==> config.mk <==
export PLATFORM = sky130hd
export DESIGN_NAME = periodic_task_timer_table
export DESIGN_NICKNAME = d
export VERILOG_FILES = /design/src/rtl/core/ptt_pkg.sv /design/src/rtl/core/ptt_div.sv /design/src/rtl/core/ptt_ctrl.sv /design/src/rtl/core/ptt_dpath.sv /design/src/rtl/core/periodic_task_timer_table.sv
export SDC_FILE = /design/constraint.sdc
export NUM_CORES = 1
export LEC_CHECK = 0
export BUFFER_PORTS_ARGS = -buffer_cell sky130_fd_sc_hd__buf_2
export CORE_MARGIN = 5
export CORE_UTILIZATION = 55
export DETAILED_ROUTE_END_ITERATION = 10
export PLACE_DENSITY = 0.72
export SYNTH_ARGS = -nofsm -noshare
export SYNTH_HDL_FRONTEND = slang
export SYNTH_SLANG_ARGS = --single-unit
==> constraint.sdc <==
create_clock -name clk -period 9.1 [get_ports clk]
set_input_delay 0.455 -clock clk [delete_from_list [all_inputs] [get_ports clk]]
set_output_delay 0.455 -clock clk [all_outputs]
set_load 0.02 [all_outputs]
==> src/rtl/core/ptt_pkg.sv <==
// Shared types and constants for the periodic task timer table.
// Used by the controller, the datapath, the divider and the checker.
package ptt_pkg;

	localparam int DIVIDEND_W  = 20;
	localparam int TICK_W      = 10;
	localparam int SLOT_W      = 4;
	localparam int STATUS_W    = 3;
	localparam int MODE_W      = 2;
	localparam int MAX_RESULTS = 16;
	localparam int CNT_W       = $clog2(MAX_RESULTS + 1);

	localparam logic [TICK_W-1:0] TICK_LEN_RESET = 10'd10;

	localparam logic [MODE_W-1:0] MODE_ADD      = 2'd0;
	localparam logic [MODE_W-1:0] MODE_DEL      = 2'd1;
	localparam logic [MODE_W-1:0] MODE_TICK     = 2'd2;
	localparam logic [MODE_W-1:0] MODE_DISPATCH = 2'd3;

	localparam logic [STATUS_W-1:0] ST_ADDED     = 3'd0;
	localparam logic [STATUS_W-1:0] ST_FULL      = 3'd1;
	localparam logic [STATUS_W-1:0] ST_DELETED   = 3'd2;
	localparam logic [STATUS_W-1:0] ST_IGNORED   = 3'd3;
	localparam logic [STATUS_W-1:0] ST_TICK_DONE = 3'd4;
	localparam logic [STATUS_W-1:0] ST_DUE       = 3'd5;
	localparam logic [STATUS_W-1:0] ST_NONE_DUE  = 3'd6;

	// Commands from the controller to the datapath.
	typedef struct packed {
		logic load;
		logic idx_inc;
		logic walk_read;
		logic div_start;
		logic add_write;
		logic emit_full;
		logic del_do;
		logic walk_finish;
	} cmd_t;

	// Status from the datapath back to the controller.
	typedef struct packed {
		logic idx_last;
		logic free_hit;
		logic div_done;
	} dp_status_t;

endpackage

==> src/rtl/core/ptt_div.sv <==
// Two-lane restoring divider: one quotient bit per lane per cycle, shared divisor.
// Depends on ptt_pkg for the dividend and divisor widths.
module ptt_div (
	input  logic                            clk,
	input  logic                            arst_n,
	input  logic                            start,
	input  logic [ptt_pkg::TICK_W-1:0]      divisor,
	input  logic [ptt_pkg::DIVIDEND_W-1:0]  dvd_a,
	input  logic [ptt_pkg::DIVIDEND_W-1:0]  dvd_b,
	output logic                            done,
	output logic [ptt_pkg::DIVIDEND_W-1:0]  quot_a,
	output logic [ptt_pkg::DIVIDEND_W-1:0]  quot_b
);
	import ptt_pkg::*;

	localparam int STEP_W = $clog2(DIVIDEND_W);

	logic                  run_q;
	logic                  done_q;
	logic [STEP_W-1:0]     step_q;
	logic [TICK_W-1:0]     dvsr_q;
	logic [TICK_W-1:0]     rem_a_q;
	logic [TICK_W-1:0]     rem_b_q;
	logic [DIVIDEND_W-1:0] dq_a_q;
	logic [DIVIDEND_W-1:0] dq_b_q;
	logic [TICK_W:0]       nxt_a;
	logic [TICK_W:0]       nxt_b;

	// Returns {quotient bit, new remainder} for one restoring step.
	function automatic logic [TICK_W:0] div_step(input logic [TICK_W-1:0] rem,
			input logic nb, input logic [TICK_W-1:0] d);
		logic [TICK_W:0]   sh;
		logic [TICK_W+1:0] diff;
		sh   = {rem, nb};
		diff = {1'b0, sh} - {2'b00, d};
		if (diff[TICK_W+1]) begin
			div_step = {1'b0, sh[TICK_W-1:0]};
		end else begin
			div_step = {1'b1, diff[TICK_W-1:0]};
		end
	endfunction

	assign nxt_a = div_step(rem_a_q, dq_a_q[DIVIDEND_W-1], dvsr_q);
	assign nxt_b = div_step(rem_b_q, dq_b_q[DIVIDEND_W-1], dvsr_q);

	always_ff @(posedge clk or negedge arst_n) begin
		if (!arst_n) begin
			run_q  <= 1'b0;
			done_q <= 1'b0;
			step_q <= '0;
		end else begin
			done_q <= 1'b0;
			if (start) begin
				run_q  <= 1'b1;
				step_q <= '0;
			end else if (run_q) begin
				step_q <= step_q + 1'b1;
				if (step_q == STEP_W'(DIVIDEND_W - 1)) begin
					run_q  <= 1'b0;
					done_q <= 1'b1;
				end
			end
		end
	end

	// The dividend register shifts out its top bit and takes in the quotient bit.
	always_ff @(posedge clk) begin
		if (start) begin
			dvsr_q  <= divisor;
			rem_a_q <= '0;
			rem_b_q <= '0;
			dq_a_q  <= dvd_a;
			dq_b_q  <= dvd_b;
		end else if (run_q) begin
			rem_a_q <= nxt_a[TICK_W-1:0];
			rem_b_q <= nxt_b[TICK_W-1:0];
			dq_a_q  <= {dq_a_q[DIVIDEND_W-2:0], nxt_a[TICK_W]};
			dq_b_q  <= {dq_b_q[DIVIDEND_W-2:0], nxt_b[TICK_W]};
		end
	end

	assign done   = done_q;
	assign quot_a = dq_a_q;
	assign quot_b = dq_b_q;

endmodule

==> src/rtl/core/ptt_ctrl.sv <==
// Controller state machine of the timer table: sequences add, delete and slot walks.
// Depends on ptt_pkg for the command and status structs and the mode codes.
module ptt_ctrl (
	input  logic                        clk,
	input  logic                        arst_n,
	input  logic                        start,
	input  logic [ptt_pkg::MODE_W-1:0]  mode,
	output logic                        busy,
	output ptt_pkg::cmd_t               cmd,
	input  ptt_pkg::dp_status_t         dp_st
);
	import ptt_pkg::*;

	localparam logic [2:0] S_IDLE   = 3'd0;
	localparam logic [2:0] S_SCAN   = 3'd1;
	localparam logic [2:0] S_DIV    = 3'd2;
	localparam logic [2:0] S_DEL    = 3'd3;
	localparam logic [2:0] S_WALK   = 3'd4;
	localparam logic [2:0] S_DRAIN  = 3'd5;
	localparam logic [2:0] S_FINISH = 3'd6;

	logic [2:0] state_q;
	logic [2:0] state_d;

	always_comb begin
		cmd     = '0;
		state_d = state_q;
		unique case (state_q)
			S_IDLE: begin
				if (start) begin
					cmd.load = 1'b1;
					unique case (mode) inside
						MODE_ADD:                state_d = S_SCAN;
						MODE_DEL:                state_d = S_DEL;
						MODE_TICK, MODE_DISPATCH: state_d = S_WALK;
						default:                 state_d = S_IDLE;
					endcase
				end
			end
			S_SCAN: begin
				if (dp_st.free_hit) begin
					cmd.div_start = 1'b1;
					state_d       = S_DIV;
				end else if (dp_st.idx_last) begin
					cmd.emit_full = 1'b1;
					state_d       = S_IDLE;
				end else begin
					cmd.idx_inc = 1'b1;
				end
			end
			S_DIV: begin
				if (dp_st.div_done) begin
					cmd.add_write = 1'b1;
					state_d       = S_IDLE;
				end
			end
			S_DEL: begin
				cmd.del_do = 1'b1;
				state_d    = S_IDLE;
			end
			S_WALK: begin
				cmd.walk_read = 1'b1;
				cmd.idx_inc   = 1'b1;
				if (dp_st.idx_last) begin
					state_d = S_DRAIN;
				end
			end
			// The last slot read is still being processed here.
			S_DRAIN: state_d = S_FINISH;
			S_FINISH: begin
				cmd.walk_finish = 1'b1;
				state_d         = S_IDLE;
			end
			default: state_d = S_IDLE;
		endcase
	end

	always_ff @(posedge clk or negedge arst_n) begin
		if (!arst_n) begin
			state_q <= S_IDLE;
		end else begin
			state_q <= state_d;
		end
	end

	assign busy = (state_q != S_IDLE);

endmodule

==> src/rtl/core/ptt_dpath.sv <==
// Datapath of the timer table: slot marks, countdown and period memories, walk stage,
// tick-length register and result registers. Depends on ptt_pkg and ptt_div.
module ptt_dpath #(
	parameter int TASK_SLOTS = 16,
	parameter int TIME_BITS  = 20
) (
	input  logic                            clk,
	input  logic                            arst_n,
	input  logic                            cfg_we,
	input  logic [ptt_pkg::TICK_W-1:0]      cfg_wdata,
	input  logic [ptt_pkg::MODE_W-1:0]      mode,
	input  logic [ptt_pkg::DIVIDEND_W-1:0]  delay_time,
	input  logic [ptt_pkg::DIVIDEND_W-1:0]  period_time,
	input  logic [ptt_pkg::SLOT_W-1:0]      slot,
	input  ptt_pkg::cmd_t                   cmd,
	output ptt_pkg::dp_status_t             dp_st,
	output logic                            result_valid,
	output logic [ptt_pkg::STATUS_W-1:0]    status,
	output logic [ptt_pkg::SLOT_W-1:0]      task_slot,
	output logic                            last
);
	import ptt_pkg::*;

	localparam int IDX_W = $clog2(TASK_SLOTS);

	logic [TICK_W-1:0]     tick_len_q;
	logic [MODE_W-1:0]     mode_q;
	logic [DIVIDEND_W-1:0] delay_q;
	logic [DIVIDEND_W-1:0] period_q;
	logic [SLOT_W-1:0]     slot_q;

	logic [IDX_W-1:0]      idx_q;
	logic                  idx_last;
	logic [IDX_W-1:0]      idx_s1;
	logic                  valid_s1;
	logic [TIME_BITS-1:0]  cd_rd_s1;
	logic [TIME_BITS-1:0]  per_rd_s1;

	logic [TASK_SLOTS-1:0] active_q;
	logic [TASK_SLOTS-1:0] ready_q;
	logic [CNT_W-1:0]      cnt_q;
	logic                  pend_valid_q;
	logic [IDX_W-1:0]      pend_slot_q;

	logic [TIME_BITS-1:0]  cd_mem  [TASK_SLOTS];
	logic [TIME_BITS-1:0]  per_mem [TASK_SLOTS];

	logic                  div_done;
	logic [TICK_W-1:0]     divisor;
	logic [DIVIDEND_W-1:0] q_delay;
	logic [DIVIDEND_W-1:0] q_period;
	logic [TIME_BITS-1:0]  cd_ticks;
	logic [TIME_BITS-1:0]  per_ticks;

	logic                  tick_s1;
	logic                  tick_wr;
	logic                  disp_find;
	logic                  del_in_range;
	logic [IDX_W-1:0]      sel_idx;
	logic                  del_hit;
	logic                  cd_we;
	logic [IDX_W-1:0]      cd_waddr;
	logic [TIME_BITS-1:0]  cd_wdata;

	logic                  emit_v;
	logic [STATUS_W-1:0]   emit_status;
	logic [SLOT_W-1:0]     emit_slot;
	logic                  emit_last;

	logic                  result_valid_q;
	logic [STATUS_W-1:0]   status_q;
	logic [SLOT_W-1:0]     task_slot_q;
	logic                  last_q;

	// Tick length register; zero divides as one.
	always_ff @(posedge clk or negedge arst_n) begin
		if (!arst_n) begin
			tick_len_q <= TICK_LEN_RESET;
		end else if (cfg_we) begin
			tick_len_q <= cfg_wdata;
		end
	end

	assign divisor = (tick_len_q == '0) ? TICK_W'(1) : tick_len_q;

	always_ff @(posedge clk) begin
		if (cmd.load) begin
			mode_q   <= mode;
			delay_q  <= delay_time;
			period_q <= period_time;
			slot_q   <= slot;
		end
	end

	ptt_div u_div (
		.clk     (clk),
		.arst_n  (arst_n),
		.start   (cmd.div_start),
		.divisor (divisor),
		.dvd_a   (delay_q),
		.dvd_b   (period_q),
		.done    (div_done),
		.quot_a  (q_delay),
		.quot_b  (q_period)
	);

	// Quotients larger than the countdown width saturate.
	if (TIME_BITS >= DIVIDEND_W) begin : g_wide
		assign cd_ticks  = TIME_BITS'(q_delay);
		assign per_ticks = TIME_BITS'(q_period);
	end else begin : g_sat
		assign cd_ticks  = ((q_delay >> TIME_BITS) != '0) ? '1 : TIME_BITS'(q_delay);
		assign per_ticks = ((q_period >> TIME_BITS) != '0) ? '1 : TIME_BITS'(q_period);
	end

	// Slot index shared by the free-slot scan and the walk.
	assign idx_last = (idx_q == IDX_W'(TASK_SLOTS - 1));

	always_ff @(posedge clk or negedge arst_n) begin
		if (!arst_n) begin
			idx_q    <= '0;
			valid_s1 <= 1'b0;
		end else begin
			valid_s1 <= cmd.walk_read;
			if (cmd.load) begin
				idx_q <= '0;
			end else if (cmd.idx_inc) begin
				idx_q <= idx_last ? '0 : idx_q + 1'b1;
			end
		end
	end

	always_ff @(posedge clk) begin
		idx_s1 <= idx_q;
	end

	assign tick_s1   = valid_s1 && (mode_q == MODE_TICK);
	assign tick_wr   = tick_s1 && active_q[idx_s1];
	assign disp_find = valid_s1 && (mode_q == MODE_DISPATCH) && active_q[idx_s1]
		&& ready_q[idx_s1] && (cnt_q != CNT_W'(MAX_RESULTS));

	assign del_in_range = (int'(slot_q) < TASK_SLOTS);
	assign sel_idx      = IDX_W'(slot_q);
	assign del_hit      = del_in_range && active_q[sel_idx];

	// A slot at zero reloads from its period; a one-shot slot stays at zero.
	assign cd_we    = cmd.add_write || tick_wr;
	assign cd_waddr = cmd.add_write ? idx_q : idx_s1;
	always_comb begin
		if (cmd.add_write) begin
			cd_wdata = cd_ticks;
		end else if (cd_rd_s1 == '0) begin
			cd_wdata = per_rd_s1;
		end else begin
			cd_wdata = cd_rd_s1 - 1'b1;
		end
	end

	always_ff @(posedge clk) begin
		if (cd_we) begin
			cd_mem[cd_waddr] <= cd_wdata;
		end
		if (cmd.add_write) begin
			per_mem[idx_q] <= per_ticks;
		end
		cd_rd_s1  <= cd_mem[idx_q];
		per_rd_s1 <= per_mem[idx_q];
	end

	always_ff @(posedge clk or negedge arst_n) begin
		if (!arst_n) begin
			active_q <= '0;
			ready_q  <= '0;
		end else begin
			if (cmd.add_write) begin
				active_q[idx_q] <= 1'b1;
				ready_q[idx_q]  <= 1'b0;
			end
			if (cmd.del_do && del_hit) begin
				active_q[sel_idx] <= 1'b0;
				ready_q[sel_idx]  <= 1'b0;
			end
			if (tick_wr && (cd_rd_s1 == '0)) begin
				ready_q[idx_s1] <= 1'b1;
			end
			if (disp_find) begin
				ready_q[idx_s1] <= 1'b0;
				if (per_rd_s1 == '0) begin
					active_q[idx_s1] <= 1'b0;
				end
			end
		end
	end

	// A due slot is held back one find so that the final one can carry last.
	always_ff @(posedge clk or negedge arst_n) begin
		if (!arst_n) begin
			cnt_q        <= '0;
			pend_valid_q <= 1'b0;
		end else if (cmd.load) begin
			cnt_q        <= '0;
			pend_valid_q <= 1'b0;
		end else if (disp_find) begin
			cnt_q        <= cnt_q + 1'b1;
			pend_valid_q <= 1'b1;
		end
	end

	always_ff @(posedge clk) begin
		if (disp_find) begin
			pend_slot_q <= idx_s1;
		end
	end

	always_comb begin
		emit_v      = 1'b0;
		emit_status = ST_ADDED;
		emit_slot   = '0;
		emit_last   = 1'b1;
		if (cmd.emit_full) begin
			emit_v      = 1'b1;
			emit_status = ST_FULL;
		end else if (cmd.add_write) begin
			emit_v      = 1'b1;
			emit_status = ST_ADDED;
			emit_slot   = SLOT_W'(idx_q);
		end else if (cmd.del_do) begin
			emit_v      = 1'b1;
			emit_status = del_hit ? ST_DELETED : ST_IGNORED;
			emit_slot   = slot_q;
		end else if (disp_find && pend_valid_q) begin
			emit_v      = 1'b1;
			emit_status = ST_DUE;
			emit_slot   = SLOT_W'(pend_slot_q);
			emit_last   = 1'b0;
		end else if (cmd.walk_finish) begin
			emit_v = 1'b1;
			if (mode_q == MODE_TICK) begin
				emit_status = ST_TICK_DONE;
			end else if (pend_valid_q) begin
				emit_status = ST_DUE;
				emit_slot   = SLOT_W'(pend_slot_q);
			end else begin
				emit_status = ST_NONE_DUE;
			end
		end
	end

	always_ff @(posedge clk or negedge arst_n) begin
		if (!arst_n) begin
			result_valid_q <= 1'b0;
		end else begin
			result_valid_q <= emit_v;
		end
	end

	always_ff @(posedge clk) begin
		if (emit_v) begin
			status_q    <= emit_status;
			task_slot_q <= emit_slot;
			last_q      <= emit_last;
		end
	end

	assign dp_st.idx_last = idx_last;
	assign dp_st.free_hit = !active_q[idx_q];
	assign dp_st.div_done = div_done;

	assign result_valid = result_valid_q;
	assign status       = status_q;
	assign task_slot    = task_slot_q;
	assign last         = last_q;

endmodule

==> src/rtl/core/periodic_task_timer_table.sv <==
// Top level of the periodic task timer table: controller plus datapath.
// Depends on ptt_pkg, ptt_ctrl, ptt_dpath and ptt_div.
//
//   Channel   Handshake                  Payload
//   command   start, busy (start & !busy) mode, delay_time, period_time, slot
//   result    result_valid strobe         status, task_slot, last
//   config    cfg_we                      cfg_wdata (tick length)
//
// Delete acts in a single state after acceptance. Tick and dispatch walk one slot
// per cycle through the countdown and period memories. Add scans the active marks
// for the first free slot, runs the bit-serial divider and writes the slot once the
// divider signals done; a full table ends the scan at the last slot with a full result.
// Each result shows in the cycle after it is produced and the receiver cannot stall it.
// Reset clears all slots; no clearing pass follows.
module periodic_task_timer_table #(
	parameter int TASK_SLOTS = 16,
	parameter int TIME_BITS  = 20
) (
	input  logic                            clk,
	input  logic                            arst_n,
	input  logic                            cfg_we,
	input  logic [ptt_pkg::TICK_W-1:0]      cfg_wdata,
	input  logic                            start,
	output logic                            busy,
	input  logic [ptt_pkg::MODE_W-1:0]      mode,
	input  logic [ptt_pkg::DIVIDEND_W-1:0]  delay_time,
	input  logic [ptt_pkg::DIVIDEND_W-1:0]  period_time,
	input  logic [ptt_pkg::SLOT_W-1:0]      slot,
	output logic                            result_valid,
	output logic [ptt_pkg::STATUS_W-1:0]    status,
	output logic [ptt_pkg::SLOT_W-1:0]      task_slot,
	output logic                            last
);
	import ptt_pkg::*;

	cmd_t       cmd;
	dp_status_t dp_st;

	ptt_ctrl u_ctrl (
		.clk    (clk),
		.arst_n (arst_n),
		.start  (start),
		.mode   (mode),
		.busy   (busy),
		.cmd    (cmd),
		.dp_st  (dp_st)
	);

	ptt_dpath #(
		.TASK_SLOTS (TASK_SLOTS),
		.TIME_BITS  (TIME_BITS)
	) u_dpath (
		.clk          (clk),
		.arst_n       (arst_n),
		.cfg_we       (cfg_we),
		.cfg_wdata    (cfg_wdata),
		.mode         (mode),
		.delay_time   (delay_time),
		.period_time  (period_time),
		.slot         (slot),
		.cmd          (cmd),
		.dp_st        (dp_st),
		.result_valid (result_valid),
		.status       (status),
		.task_slot    (task_slot),
		.last         (last)
	);

endmodule

======== After elaboration in Yosys (flattened, before gate mapping) ========
Memory sizes are Yosys's and may differ from the RTL's. A register that Yosys moved wholly into a read port is not among the register bits.
Cells that the tools add are included.
word-level totals
  register bits ........................... 196
  RAM bits ................................ 640
  input bits .............................. 60
  output and inout port bits .............. 10
  logic and storage cells ................. 186
  memories kept ........................... 2
cells by class
  add/subtract/negate cells ............... 6
  order comparisons ....................... 6
  equal/unequal tests ..................... 18
  multiplexer cells ....................... 91
  bitwise gates (word level) .............. 10
  reduce and logical (&&, ||, !) cells .... 26
memories
  name             words  bits a word  read ports  clocked after Yosys merged registers in  write ports  RTL line         text
  u_dpath.cd_mem   16     20           1           1                                        1            ptt_dpath.sv:45  logic [TIME_BITS-1:0] cd_mem [TASK_SLOTS];
  u_dpath.per_mem  16     20           1           1                                        1            ptt_dpath.sv:46  logic [TIME_BITS-1:0] per_mem [TASK_SLOTS];
operators with widths
  kind                     number
  $mux W16                 8
  $mux W20                 6
  $and A16 B16 Y16         5
  $not A16 Y16             3
  $mux W1                  41
  $logic_not A20 Y1        2
  $mux W4                  10
  $or A16 B16 Y16          2
  $mux W3                  9
  $sub A11 B10 Y12         2
  $mux W11                 2
  $mux W5                  4
  $sub A20 B1 Y20 const B  1
  $bmux W1 S4              4
  $lt A4 B5 Y1 const B     3
  $pmux W3 S5              1
  $demux W1 S4             3
  $ge A4 B1 Y1 const B     3
  $logic_and A1 B1 Y1      12
  $add A5 B1 Y5 const B    2
  $logic_not A10 Y1        1
  $eq A3 B3 Y1 const B     3
  $pmux W3 S3              1
  $eq A2 B2 Y1 const B     4
  20 further kinds         25

======== Longest topological paths before layout ========
Gate-level depths: netlist (run 1).
  word-level depth ........................ 13
  mapped depth ............................ 9

======== By module ========
Synthesis (run 1) repeated with hierarchy kept, for this count alone.
unflattened totals
  cell total of the unflattened synthesis .. 1892
  area, all modules ....................... 35470.3 um^2
by module, submodules not included
  module     times used  cells an instance  area each (um^2)  seq. area each (um^2)
  ptt_dpath  1           1545               31216.2           23194.7
  ptt_div    1           316                4011.3            2077.0
  ptt_ctrl   1           31                 242.7             75.1

======== Worst setup path after synthesis (run 1) ========
No wires, ideal clock.
  path type ............................... register to register
  from .................................... register u_dpath.idx_q[0]
  to ...................................... register u_dpath.u_div.dq_a_q[0], in the netlist u_dpath.u_div.quot_a[0], enable pin
  library setup time ...................... 0.398 ns
  arrival time ............................ 2.849 ns
  required time ........................... 8.702 ns
  path slack .............................. 5.853 ns
  stages on the path, launching flop included .. 9
  clock period less this slack ............ 3.247 ns
  cells stage by stage .................... dfrtp_1 buf_2 mux4_2 mux2i_1 mux2i_1 or2_1 buf_2 buf_2 nand2_1
between the ends
  longest elaborated chain between the ends .. 5
ends and longest elaborated chain
  item                           RTL line          text
  start, declared                ptt_dpath.sv:32   logic [IDX_W-1:0] idx_q;
  start signal, assigned         ptt_dpath.sv:128  idx_q <= idx_last ? '0 : idx_q + 1'b1;
  $bmux W1 S4                    ptt_dpath.sv:266  assign dp_st.free_hit = !active_q[idx_q];
  $mux W1 (not written as such)  ptt_dpath.sv:266
  $mux W1                        ptt_ctrl.sv:41    if (dp_st.free_hit) begin
  $mux W1                        ptt_ctrl.sv:28    unique case (state_q)
  $reduce_bool A2 Y1 (no line)   n/a
  end signal, assigned           ptt_div.sv:72     dq_a_q <= dvd_a;
  end signal, assigned           ptt_div.sv:77     dq_a_q <= {dq_a_q[DIVIDEND_W-2:0], nxt_a[TICK_W]};
  end, declared                  ptt_div.sv:24     logic [DIVIDEND_W-1:0] dq_a_q;
No other way between the ends. The select of a mux whose other input is x is not followed.
A chain may end at the register's enable or synchronous reset.

======== Final worst setup path (run 1) ========
  from .................................... register u_dpath.idx_q[2]
  to ...................................... register u_dpath.u_div.dq_a_q[12], in the netlist u_dpath.u_div.quot_a[12], enable pin
Same word-level chain as after synthesis.

==> run_results.csv, run 1 <==
group,metric,value,unit
worst_setup_path,path_cells,"buf_4 > mux4_2 > mux2i_1 > mux2i_1 > or2_2 > buf_4 > nand2_2",
cts,cts_root_buf,"clkbuf_16",
yosys,synth_ff_type,"edfxtp_1",
worst_setup_path,crit_slowest_cell,"dfrtp_2",
worst_setup_path,cp-endpoint,"u_dpath.u_div.quot_a[12]",
routing,wirelength,80900,um
cts,clock-sinks,876,
timing,finalCritPeriodShare,0.510,
worst_setup_path,cp-startpoint,"u_dpath.idx_q[2]",
yosys,ys_warn_count,0,
timing,tightest_slew,1.28,ns
power_and_ir_drop,leakage,13.7,nW
grt,grt_max_degree,81,
worst_setup_path,crit_fanout,40,
place,portBuffers,69,
routing,drtIter0Drc,2102,
job,drv_cap,0,
final_layout,final_common_cell,"edfxtp_1",
yosys,ys_seq_elements,876,
yosys,postSynthAreaPerCell,17.8,um^2
worst_setup_path,required,9.19,ns
floorplan,dieHeight,263,um
timing,finalWorstSetupSlack,4.46,ns
final_layout,nets,2223,
cts,cts-resized-gates,0,
worst_setup_path,rr_worst_depth,7,
timing,fin_tns_setup,0,ns
place,place_congestion,0.894,
floorplan,num_io_pins,70,
routing,wire_per_inst,26.5,um
yosys,yosysUniqueCellTypes,69,
worst_setup_path,r2r_slack,4.46,ns
power_and_ir_drop,power.density,303,nW/um^2
cts,cts_hold_buf,40,
timing,setup_viol,0,
routing,drc_errors,0,
worst_setup_path,path_delay_family,"simple AND/OR/NAND/NOR gates",
routing,routed_via_density,6.23,
cts,clk_latency,0.64,ns
worst_setup_path,reg2reg_from,"u_dpath.idx_q[2]",
routing,vias,19000,
run_status,violations,"negative hold slack",
cts,h-tree-depth,3,
timing,finalHoldViolCount,1,
cts,cts_tree,"done",
floorplan,fp.dieW,263,um
yosys,postSynthCellCount,1982,
worst_setup_path,cp.buffers_inverters,2,
floorplan,die_area,69200,um^2
timing,final_max_slew_viol_count,0,
routing,firstDrtPassIters,5,
timing,fin_skew,0.0210,ns
final_layout,drive_above_1_share,0.238,
power_and_ir_drop,vdd_ir_drop_max,0.194,mV
worst_setup_path,cp.arrival,4.73,ns
cts,clockBufferDepth,3,
floorplan,placement_rows,92,
final_layout,mostFrequentLayoutCells,"edfxtp_1, mux4_2, nand2_1",
routing,ant_nets,0,
worst_setup_path,cp.depth,7,
timing,rsz0062_at_grt,"false",
final_layout,final_util,0.633,
timing,max_freq,0.215,GHz
worst_setup_path,cpPeakStageDelay,0.89,ns
worst_setup_path,cp-start-kind,"flip-flop",
cts,cts.reportedPaths.clkPinSlew,0.06,ns
timing,period_needed,4.64,ns
yosys,synthArstFlopShare,0.0731,
worst_setup_path,path_class,"reg -> reg",
floorplan,core-area,63300,um^2
worst_setup_path,cp-end-kind,"flip-flop",
yosys,synth_edf_count,748,
cts,numCtsBuffers,87,
grt,grt_use_total,0.232,
yosys,synth.yosys.seq_area_share,0.720,
timing,hold_ws,-0.000889,ns
worst_setup_path,reg2reg_to,"u_dpath.u_div.quot_a[12]",
grt,overflow,0,
yosys,synth_nets,2073,
place,dp_hpwl,45100,um
grt,grt_antenna_before_repair,2,
grt,grt_pass1_vias,19500,
run_status,status,"complete, but fails checks",
final_layout,syn_to_final_growth,13.7,%
cts,cts_setup_buffers,0,
place,pre_cts_ws,4.50,ns
grt,grt_pass1_wl,122000,um
worst_hold_path,min_path_type,"in -> async",
timing,relSlewSlack,0.145,
floorplan,initial_core_util,0.556,
yosys,synth_area,35200,um^2
==> synthesized netlist by cell type (3+ instances only) <==
cell | n | share of area
buf_4 | 3 | 0.00064
clkbuf_1 | 64 | 0.0068
dfxtp_1 | 64 | 0.036
xor2_1 | 15 | 0.0037
a21o_1 | 6 | 0.0013
nand4_1 | 3 | 0.00053
nand2_1 | 195 | 0.021
buf_6 | 3 | 0.00096
mux2i_1 | 23 | 0.0065
a211oi_1 | 3 | 0.00064
xnor2_1 | 16 | 0.0040
dfrtp_1 | 62 | 0.044
o21a_1 | 5 | 0.0011
mux4_2 | 216 | 0.14
nand2b_1 | 8 | 0.0014
o211ai_1 | 17 | 0.0036
or3_1 | 15 | 0.0027
o22ai_1 | 12 | 0.0021
a31oi_1 | 13 | 0.0023
a2bb2oi_1 | 6 | 0.0015
nor3_1 | 23 | 0.0033
o21ai_0 | 58 | 0.0082
o2111ai_1 | 5 | 0.0012
a21oi_1 | 52 | 0.0074
edfxtp_1 | 748 | 0.64
mux2_2 | 10 | 0.0032
nor3b_1 | 3 | 0.00064
nor2_1 | 101 | 0.011
nand3_1 | 16 | 0.0023
ha_1 | 29 | 0.010
nand3b_1 | 16 | 0.0034
buf_2 | 27 | 0.0038
nand4b_1 | 6 | 0.0015
and2_1 | 8 | 0.0014
and3_1 | 8 | 0.0014
nor4_1 | 14 | 0.0025
a22oi_1 | 17 | 0.0036
inv_1 | 34 | 0.0036
buf_1 | 12 | 0.0013
nor2b_1 | 9 | 0.0016
==> per-stage QoR <==
| step | cell area, um^2 | power [mW] | hold WS [ns] | cells |
|---|---|---|---|---|
| after floorplan | 35200 | 7.65 | 0.159 | 1982 |
| after global placement | 36700 | 8.40 | 0.459 | 2847 |
| after detailed placement | 36700 | 8.51 | 0.461 | 2847 |
| after CTS | 40000 | 12.2 | 0.00153 | 3051 |
| after global routing | 40000 | 12.7 | 0.00177 | 3053 |
| final | 40100 | 12.1 | -0.000889 | 3054 |
==> power breakdown <==
group / internal (mW) / switching [mW]
combinational: 1.16 / 1.39
clock: 2.18 / 1.49
sequential: 5.29 / 0.645
==> flip-flops by register name, indices dropped and copies added, names as in the netlist, 4 cells and up <==
signal,count
u_dpath.cd_mem,320
u_dpath.per_mem,320
u_dpath.cd_rd_s1,20
u_dpath.delay_q,20
u_dpath.per_rd_s1,20
u_dpath.period_q,20
u_dpath.u_div.quot_a,20
u_dpath.u_div.quot_b,20
u_dpath.active_q,16
u_dpath.ready_q,16
u_dpath.tick_len_q,10
u_dpath.u_div.dvsr_q,10
u_dpath.u_div.rem_a_q,10
u_dpath.u_div.rem_b_q,10
u_dpath.cnt_q,5
u_dpath.u_div.step_q,5
u_dpath.idx_q,4
u_dpath.idx_s1,4
u_dpath.pend_slot_q,4
u_dpath.sel_idx,4
u_dpath.task_slot,4
==> how the worst min path moves through the flow <==
stage | end | slack (ns) | depth (start not counted)
after floorplan | u_ctrl.state_q[0] | 0.16 | 0
after global placement | u_dpath.u_div.dvsr_q[5] | 0.46 | 0
after detailed placement | u_dpath.u_div.dvsr_q[5] | 0.46 | 0
after CTS | u_dpath.delay_q[13] | 0.002 | 1
after global routing | u_dpath.delay_q[11] | 0.002 | 1
final | u_dpath.tick_len_q[8] | -0.0009 | 2
==> logic make-up after synthesis <==
family                     synth area share
AOI/OAI and AO/OA                    0.0370
muxes                                 0.148
and+or+nand+nor                      0.0586
adders and majority gates            0.0114
xor gates and xnor gates            0.00771
buffers and inverters                0.0174
DFF                                   0.720
==> layer usage <==
| layer | GRT usage | wire (um) | part of all wire |
|---|---|---|---|
| met5 | 0 | 46 | 0.00057 |
| met1 | 0.318 | 32200 | 0.40 |
| met2 | 0.381 | 40300 | 0.50 |
| met3 | 0.0518 | 6300 | 0.078 |
| met4 | 0.0675 | 2140 | 0.026 |
==> final cells by class <==
cell class,instances,area (um^2)
Antenna cell,1,2.50
Clock buffer,115,2360
Clock inverter,49,606
Fill cell,4359,23300
Inverter,36,135
Multi-Input combinational cell,961,9320
Sequential cell,876,25400
Tap cell,846,1060
Timing Repair Buffer,170,1210
Note: power is estimated with default switching activity, not from simulation.
==> run 2: changes to the inputs <==
--- a/config.mk
+++ b/config.mk
@@ -5,11 +5,12 @@
 export SDC_FILE = /design/constraint.sdc
 export NUM_CORES = 1
 export LEC_CHECK = 0
+export ABC_AREA = 1
 export BUFFER_PORTS_ARGS = -buffer_cell sky130_fd_sc_hd__buf_2
 export CORE_MARGIN = 5
 export CORE_UTILIZATION = 55
 export DETAILED_ROUTE_END_ITERATION = 10
-export PLACE_DENSITY = 0.72
+export PLACE_DENSITY = 0.75
 export SYNTH_ARGS = -nofsm -noshare
 export SYNTH_HDL_FRONTEND = slang
 export SYNTH_SLANG_ARGS = --single-unit
==> constraint.sdc (replaced) <==
create_clock -name clk -period 3.9 [get_ports clk]
set_input_delay 0.195 -clock clk [delete_from_list [all_inputs] [get_ports clk]]
set_output_delay 0.195 -clock clk [all_outputs]
set_load 0.02 [all_outputs]
==> run_results.csv, run 2 <==
group,metric,value,unit
run_status,status,"completed",
yosys,synth_top_area_cell,"edfxtp_1",
timing,hold_ws,0.0812,ns
worst_setup_path,path_cells,"inv_2 > nand2_1 > nand2_1 > nand2_1 > nand2_1 > nand2_1 > nand2_1 > inv_1 > nand2_2 > nand4_2 > nand2_1 > nand3_1 > nor2_2 > buf_12",
worst_setup_path,path_delay_family,"simple AND/OR/NAND/NOR gates",
yosys,postSynthAreaPerCell,11.4,um^2
floorplan,initial_core_util,0.557,
final_layout,reg.largest.list,"u_dpath.cd_mem (320), u_dpath.per_mem (320)",
final_layout,syn_to_final_growth,14.9,%
worst_setup_path,path_class,"reg -> reg",
yosys,synth_ff_type,"edfxtp_1",
timing,fin_skew,0.0228,ns
worst_setup_path,crit_slowest_cell,"dfxtp_1",
worst_setup_path,path_common_cell,"nand2_1",
routing,routed_via_density,5.97,
floorplan,core-area,64600,um^2
cts,clockBufferDepth,3,
worst_setup_path,cp.buffers_inverters,3,
cts,h-tree-depth,3,
routing,firstDrtPassIters,8,
grt,overflow,0,
grt,met3_usage,0.0449,
cts,cts_root_buf,"clkbuf_16",
yosys,synth_common_cells,"edfxtp_1, nand2_1, nor2_1",
routing,ant_nets,0,
timing,setup_viol,0,
final_layout,seq_area,25400,um^2
yosys,postSynthCellCount,3146,
place,placedCellCount,3987,
place,placed_cell_area,37600,um^2
place,dp_hpwl,56200,um
worst_setup_path,required,4.25,ns
routing,drc_errors,0,
timing,max_freq,0.305,GHz
place,pre_cts_ws,0.640,ns
cts,clk_latency,0.65,ns
final_layout,nets,3387,
yosys,synth_edf_count,748,
final_layout,drive_above_1_share,0.114,
yosys,synth.top_cell.area_share,0.624,
yosys,synth.yosys.seq_area_share,0.704,
power_and_ir_drop,vdd_ir_drop_max,0.677,mV
worst_setup_path,r2r_slack,0.62,ns
floorplan,num_io_pins,70,
timing,finalHoldViolCount,0,
worst_setup_path,rr_worst_depth,14,
timing,finalWorstSetupSlack,0.621,ns
grt,grt_max_degree,247,
timing,tightest_slew,1.14,ns
worst_hold_path,min_path_cells,5,
timing,period_needed,3.28,ns
yosys,synth_nets,3237,
worst_setup_path,cpPeakStageDelay,0.61,ns
final_layout,fin_area,41400,um^2
power_and_ir_drop,power.density,765,nW/um^2
grt,grtUsageMet1,0.355,
floorplan,fp.dieW,266,um
worst_setup_path,cp.arrival,3.63,ns
final_layout,fin_cells,4225,
yosys,synth_most_common_cell,"edfxtp_1",
cts,numCtsBuffers,86,
routing,vias,25200,
yosys,synth_area,36000,um^2
worst_hold_path,min_path_type,"in -> reg",
routing,wirelength,93200,um
cts,clock-sinks,876,
place,place_congestion,0.926,
grt,grt_pass1_wl,143000,um
grt,met2_usage,0.425,
worst_setup_path,cp-start-kind,"flip-flop",
worst_setup_path,reg2reg_from,"u_dpath.idx_s1[0]",
grt,grt_pass1_vias,24800,
final_layout,antenna_cells,0,
yosys,synth.area.top_cells,"edfxtp_1, nand2_1, o21ai_0",
floorplan,placement_rows,93,
timing,finalCritPeriodShare,0.841,
routing,drtIter0Drc,2883,
routing,wire_per_inst,22.1,um
worst_hold_path,min_from,"start",
yosys,synthArstFlopShare,0.0731,
yosys,ys_seq_elements,876,
final_layout,nFillCells,4604,
worst_setup_path,cp-end-kind,"flip-flop",
yosys,yosysUniqueCellTypes,52,
grt,grt_antenna_before_repair,0,
worst_setup_path,reg2reg_to,"u_dpath.cd_mem[9][17]",
place,portBuffers,69,
job,drv_cap,0,
yosys,ys_warn_count,0,
final_layout,multi_input_comb_area,9470,um^2
timing,rsz0062_at_grt,"false",
timing,final_max_slew_viol_count,0,
timing,fin_tns_setup,0,ns
cts,cts.reportedPaths.clkPinSlew,0.06,ns
timing,relSlewSlack,0.243,
worst_setup_path,crit_fanout,23,
floorplan,die_area,70700,um^2
cts,cts_tree,"done",
power_and_ir_drop,leakage,15.0,nW
final_layout,final_common_cell,"edfxtp_1",
worst_hold_path,min_to,"u_ctrl.state_q[2]",
final_layout,mostFrequentLayoutCells,"edfxtp_1, nand2_1, nor2_1",
cts,cts_setup_buffers,0,
grt,grt_use_total,0.259,
grt,gr-max-usage-layer,"met2",
floorplan,dieHeight,266,um
[run 2: area by class of cell]
class,instances,share of cell area
sequential,876,0.613
multi-input combinational,1953,0.229
clock buffer,107,0.0559
timing repair buffer,227,0.0443
tap,855,0.0259
clock inverter,55,0.0177
inverter,152,0.0141
[run 2: metal layers]
layer,share of wire,up-vias
li1,-,11400
met4,0.037,0
met3,0.092,243
met5,0,-
met1,0.39,12200
met2,0.48,1360
[run 2: worst register-to-register path: cells and delay by family, from the launching register on]
| family | cells | cell delay [ns] |
|---|---|---|
| AND/OR/NAND/NOR | 11 | 1.73 |
| buffers and inverters | 3 | 0.65 |
| flip-flops | 1 | 0.61 |
[run 2: cells by family after synthesis]
family	share of synthesized area
xor+xnor	0.00584
mux	0.000869
simple gates	0.138
flops	0.704
compound gates	0.105
buf+inv	0.0354
fa+ha+maj	0.0112
[run 2: report_power, final]
part / switching, mW / internal (mW)
sequential: 1.35 / 12.3
clock: 3.57 / 5.25
combinational: 6.48 / 2.68
[run 2: how the worst max path moves through the flow]
stage / from / endpoint / slack (ns) / depth (start not counted)
after floorplan: u_dpath.idx_q[0] / u_dpath.per_mem[10][0] / 0.97 / 7
after global placement: u_dpath.idx_s1[0] / u_dpath.cd_mem[9][18] / 0.68 / 13
after detailed placement: u_dpath.idx_s1[0] / u_dpath.cd_mem[9][13] / 0.64 / 13
after CTS: u_dpath.idx_s1[0] / u_dpath.cd_mem[9][17] / 0.64 / 13
after global routing: u_dpath.idx_s1[0] / u_dpath.cd_mem[15][12] / 0.34 / 13
final: u_dpath.idx_s1[0] / u_dpath.cd_mem[9][17] / 0.62 / 14
[run 2: timing repair]
item,4_1_cts,5_1_grt
endpoints found under the hold margin,82,0
gates resized for setup,0,0
hold buffers,76,0
[run 2: metrics by stage]
stage                     total power [mW]  utilization
after floorplan                       19.3            -
after global placement                22.3        0.582
after detailed placement              22.6        0.582
after CTS                             31.5        0.640
after global routing                  33.1        0.640
final                                 31.7        0.640
